<file path="config.mk">
export PLATFORM = sky130hd
export DESIGN_NAME = gm2j_div
export DESIGN_NICKNAME = d
export VERILOG_FILES = /design/src/rtl/gm2j_div.sv
export SDC_FILE = /design/constraint.sdc
export NUM_CORES = 2
export LEC_CHECK = 0
export BUFFER_PORTS_ARGS = -buffer_cell sky130_fd_sc_hd__buf_2
export CAP_MARGIN = 30
export CELL_PAD_IN_SITES_DETAIL_PLACEMENT = 0
export CELL_PAD_IN_SITES_GLOBAL_PLACEMENT = 2
export CORE_MARGIN = 2
export CORE_UTILIZATION = 44
export DETAILED_ROUTE_END_ITERATION = 12
export HOLD_SLACK_MARGIN = 0.15
export PLACE_DENSITY_LB_ADDON = 0.05
export SYNTH_ARGS = -nofsm -noshare
export SYNTH_HDL_FRONTEND = slang
export SYNTH_SLANG_ARGS = --single-unit
</file>
<file path="constraint.sdc">
create_clock -name clk -period 5.1 [get_ports clk]
set_input_delay 1.02 -clock clk [delete_from_list [all_inputs] [get_ports clk]]
set_output_delay 1.02 -clock clk [all_outputs]
set_load 0.01 [all_outputs]
</file>
<file path="src/rtl/gm2j_div.sv">
// ----------------------------------------------------------------------------
// Pipelined restoring divider
// One quotient bit per stage, overflow check in the first stage. The divisor
// is from configuration; the user keeps it stable while items are in flight.
// ----------------------------------------------------------------------------
module gm2j_div #(
  parameter int NW = 57,
  parameter int DW = 31,
  parameter int QB = 28,
  parameter int SW = 1
) (
  input  logic          clk,
  input  logic          rst,
  input  logic          en,
  input  logic          in_valid,
  input  logic [NW-1:0] num,
  input  logic [DW-1:0] den,
  input  logic [SW-1:0] side_in,
  output logic          out_valid,
  output logic [QB-1:0] quo,
  output logic          ovf,
  output logic [SW-1:0] side_out
);

  localparam int HW = NW - QB;
  localparam int CW = (HW > DW) ? HW : DW;

  logic [CW-1:0] hi_ext;
  logic [CW-1:0] den_ext;

  logic          vld    [QB+1];
  logic [DW-1:0] rem    [QB+1];
  logic [QB-1:0] low    [QB+1];
  logic [QB-1:0] quo_s  [QB+1];
  logic          ovf_s  [QB+1];
  logic [SW-1:0] side_s [QB+1];

  assign hi_ext  = CW'(num[NW-1:QB]);
  assign den_ext = CW'(den);

  // First stage: the quotient does not fit when the upper part reaches the divisor.
  always_ff @(posedge clk) begin
    if (rst) begin
      vld[0] <= 1'b0;
    end else if (en) begin
      vld[0] <= in_valid;
    end
  end

  always_ff @(posedge clk) begin
    if (en) begin
      ovf_s[0]  <= (hi_ext >= den_ext);
      rem[0]    <= hi_ext[DW-1:0];
      low[0]    <= num[QB-1:0];
      quo_s[0]  <= '0;
      side_s[0] <= side_in;
    end
  end

  // One quotient bit per stage.
  for (genvar i = 0; i < QB; i++) begin : g_step
    logic [DW:0] trial;
    logic [DW:0] diff;
    logic        ge;

    assign trial = {rem[i], low[i][QB-1]};
    assign ge    = (trial >= {1'b0, den});
    assign diff  = trial - {1'b0, den};

    always_ff @(posedge clk) begin
      if (rst) begin
        vld[i+1] <= 1'b0;
      end else if (en) begin
        vld[i+1] <= vld[i];
      end
    end

    always_ff @(posedge clk) begin
      if (en) begin
        rem[i+1]    <= ge ? diff[DW-1:0] : trial[DW-1:0];
        low[i+1]    <= low[i] << 1;
        quo_s[i+1]  <= {quo_s[i][QB-2:0], ge};
        ovf_s[i+1]  <= ovf_s[i];
        side_s[i+1] <= side_s[i];
      end
    end
  end

  assign out_valid = vld[QB];
  assign quo       = quo_s[QB];
  assign ovf       = ovf_s[QB];
  assign side_out  = side_s[QB];

endmodule

</file>
## Word level (Yosys, flattened, before mapping)

Memory sizes are Yosys's and may differ from the RTL's.
Cells that the tools add are included.

- Memories: 6
- Bits in registers: 0
- Memory bits (writable): 2,610
- Word-level logic and storage cells: 155

Memories:

| memory | words | width | read ports | clocked after memory_dff | write ports | line | RTL |
|---|---|---|---|---|---|---|---|
| rem | 29 | 31 | 28 | 0 | 29 | 32 | `logic [DW-1:0] rem [QB+1];` |
| low | 29 | 28 | 28 | 0 | 29 | 33 | `logic [QB-1:0] low [QB+1];` |
| quo_s | 29 | 28 | 29 | 0 | 29 | 34 | `logic [QB-1:0] quo_s [QB+1];` |
| ovf_s | 29 | 1 | 29 | 0 | 29 | 35 | `logic ovf_s [QB+1];` |
| side_s | 29 | 1 | 29 | 0 | 29 | 36 | `logic [SW-1:0] side_s [QB+1];` |
| vld | 29 | 1 | 29 | 0 | 29 | 31 | `logic vld [QB+1];` |

- Muxes and demuxes: 63
- $lt $le $gt $ge: 29
- Bitwise logic cells: 29
- Add/sub/neg operators: 28

Operators with widths:

| cell | count |
|---|---|
| $ge A32 B31 Y1 | 28 |
| $mux W31 | 28 |
| $sub A31 B31 Y31 | 28 |
| $mux W1 | 35 |
| $ge A29 B31 Y1 | 1 |
| $or A1 B1 Y1 | 29 |

## Depth between registers and ports, before layout

- Word-level depth: 4
- Mapped depth: 16
- Depth with buffers taken out: 14

## Least setup slack after synthesis

OpenSTA, ideal clock, no wires.

- Path type: input port to flip-flop
- From: in den[17]
- To: mem rem[20][10] (netlist: rem[5][10]) (data pin)
- Buffers on the path: 2
- Setup slack: 0.366 ns
- Setup time: 0.260 ns
- Data arrival time: 4.473 ns
- Cell stages on the path: 15
- Cells stage by stage: inv_1 > ha_1 > a21o_1 > a21o_1 > a21o_1 > a21o_1 > a21oi_2 > o21ai_1 > a221o_1 > a211oi_1 > nor2_1 > or4_1 > buf_2 > buf_6 > mux2_4

RTL lines:

| item | line | RTL |
|---|---|---|
| from (decl) | 17 | `input logic [DW-1:0] den,` |
| to (decl) | 32 |  |

==> impl_metrics.ini <==
[run_status]
status = completed

[critical_path]
worstSetupEndpointType = flop
critPathTopFamily = buffers and inverters
required_ps = 5650
crit_chain = buf_2, inv_2, buf_4, ha_1, and3_1, nand4_1, a221oi_1, o31ai_1, nand2b_1, a31oi_1, o2111a_1, o21ai_4, buf_12, mux2_2
cp_slowest_stage_delay_ps = 560
critPathKind = in -> reg
cp_slowest_cell = inv_2
critical_path_arrival_ps = 4750
timing.critical_path.buf_inv = 4
crit_path_max_fanout = 37
critPathLaunchType = input pin

[sta]
rsz0062_at_grt = false
finalHoldViolCount = 0
slew_violations = 0
tightestPinTransition_ps = 912
fmax_mhz = 238
finalSetupTns_ps = 0
whs_ps = 333
period_share_pct = 82.4
setup_viol = 0
relSlewSlack_pct = 39.2
fin_skew_ps = 87.0
min_period_ps = 4200

[clock_network]
hold_buffers = 0
cts_setup_buffers = 0
cts_root_buf = clkbuf_16
htreeDepth = 4
cts_tree = built
ctsResizeCount = 0
cts.sinks = 1765
cts_buffer_depth = 3
numCtsBuffers = 199
path_clk_slew_ps = 60
clk_latency_ps = 840

[min_path]
hp-class = in -> reg

[yosys]
synth_cell_types = 96
async_flop_share_pct = 0
synth_top_cell_by_area = edfxtp_1
synth_most_common_cell = edfxtp_1
netlist_area_sq_um = 104000
synth_edf_count = 1765
avgSynthCellArea_sq_um = 11.4
synth_ff_type = edfxtp_1
synth_fp_nets = 10100
ys_warn_count = 0
synthTopCellsByArea = edfxtp_1, ha_1, a21oi_1
synth_top_area_share_pct = 51.0
synth-seq-area-share_pct = 51.0
synthCells = 9098
netlist_top_cells_count = edfxtp_1, ha_1, a21oi_1
synth_seq_cells = 1765

[grt]
grt-busiest-layer = met2
grt_overflow = 0
track_usage_pct = 24.0
grt_antenna_before_repair = 11
use_met1_pct = 30.5
met2_usage_pct = 42.5
grt_max_degree = 160
use_met3_pct = 2.55
grt_pass1_vias = 71900
grt_pass1_wl_mm = 441

[finish]
multi_input_area_sq_um = 49200
regArea_sq_um = 53000
fin_cells = 13100
fin_nets = 10800
fillCellCount = 20800
area_delta_synth_final_pct = 15.4
drive_above_1_share_pct = 14.3
post-route-util_pct = 51.0

[placement]
dp_hpwl_mm = 219
port_buffers = 123
dpl.cell_count = 12700
place_congestion = 0.903

[die]
fp.dieW_um = 490
core_sq_um = 235000
dieArea_sq_um = 240000
start_util_pct = 44.2
rows = 178
ios = 124
die_h_um = 490

[drt]
via_count = 73100
drtIter0Drc = 5131
drtPass1Iterations = 6
routedWlPerCell_um = 22.5
wirelength_mm = 295
antenna_left = 0
post-route-drc-count = 0
vias_per_cell = 5.58

[power]
combPwrFrac_pct = 49.4
p_sw_share_pct = 38.2
power_frac_seq_pct = 31.7
pwr_density_cell_nw_per_um2 = 673
intPower_w = 0.0499
clockPowerShare_pct = 18.8
switchingPower_w = 0.0309
power.total_w = 0.0808
leakage_nw = 48.1
max-vdd-ir-drop_v = 0.000364

[job]
max_cap_violations = 0
[sequential cells by signal, summed over array words and instances (netlist names)]
register	count
low	406
ovf_s	29
quo_s	406
rem	866
side_s	29
vld	29
[per-layer routing]
metal | vias to the layer above | part of all wire, %
met5 | - | 0.0061
met1 | 35300 | 43
met3 | 433 | 3.4
met4 | 2 | 3.5
met2 | 1373 | 50
li1 | 36000 | -
[final timing paths]
check | slack, ps | startpoint | endpoint | cells after the start
min reg2reg | 400 | quo_s[1][170] | quo_s[1][199] | 0
max reg2reg | 950 | low[4][111] | rem[5][7] | 13
min | 330 | num[10] | low[0][10] | 1
max | 900 | den[11] | rem[6][99] | 14
[worst register-to-register path: stages (launching register included)]
cell and delay [ps]:
edfxtp_1 540, inv_1 110, ha_1 230, fa_1 410, nor2b_1 120, o21ai_1 80, a21boi_1 250, or3_1 190
a41o_1 240, o22ai_1 140, a2111oi_0 620, or4_2 260, buf_12 250, mux2_4 360
[cell type report]
class                           instances  area share [%]
Antenna cell                           11          0.0230
Clock buffer                          228            4.26
Clock inverter                        142            1.59
Inverter                              247           0.773
Multi-Input combinational cell       6860            41.0
Sequential cell                      1765            44.2
Tap cell                             3150            3.29
Timing Repair Buffer                  695            4.88
[power by group through the flow]
| stage | Combinational (W) | Clock [W] | Sequential [W] |
|---|---|---|---|
| after global placement | 0.0395 | 0 | 0.0260 |
| after CTS | 0.0400 | 0.0156 | 0.0257 |
| after detailed placement | 0.0397 | 0 | 0.0259 |
| final | 0.0399 | 0.0152 | 0.0256 |
| after floorplan | 0.0286 | 0 | 0.0239 |
| after global routing | 0.0444 | 0.0162 | 0.0259 |
[through the flow]
step	area, sq um	setup WS (ps)
after floorplan	104000	366
after global placement	113000	50.4
after detailed placement	113000	80.8
after CTS	120000	948
after global routing	120000	728
final	120000	896
[kinds of logic (layout without fill, tap and decap cells)]
family,after synthesis,in the layout,synth area share [%]
other,0,11,0
multiplexers,311,311,3.44
buffers and inverters,473,1312,1.85
flip-flops,1765,1765,51.0
AND/OR/NAND/NOR,2162,2162,9.92
XOR/XNOR,703,703,5.93
adder cells (fa/ha/maj),923,923,11.3
AO/OA/AOI/OAI,2761,2761,16.5
[layout by cell type (no fill, tap or decap), types with 64 or more instances in the layout]
cell and count:
nand3_1 118, nand2b_1 138, and3_1 64, nand4_1 136, buf_4 500, nor2_1 581, edfxtp_1 1765, nor2b_1 122
o21a_1 123, a21oi_1 866, o21bai_1 103, a21o_1 470, clkbuf_16 200, a31oi_1 72, xor2_1 294, ha_1 896
nor3_1 103, o21ai_0 661, buf_2 121, xnor2_1 409, nand2_1 661, buf_12 73, mux2_2 247, inv_1 215
Power figures use the tool's default switching activity.
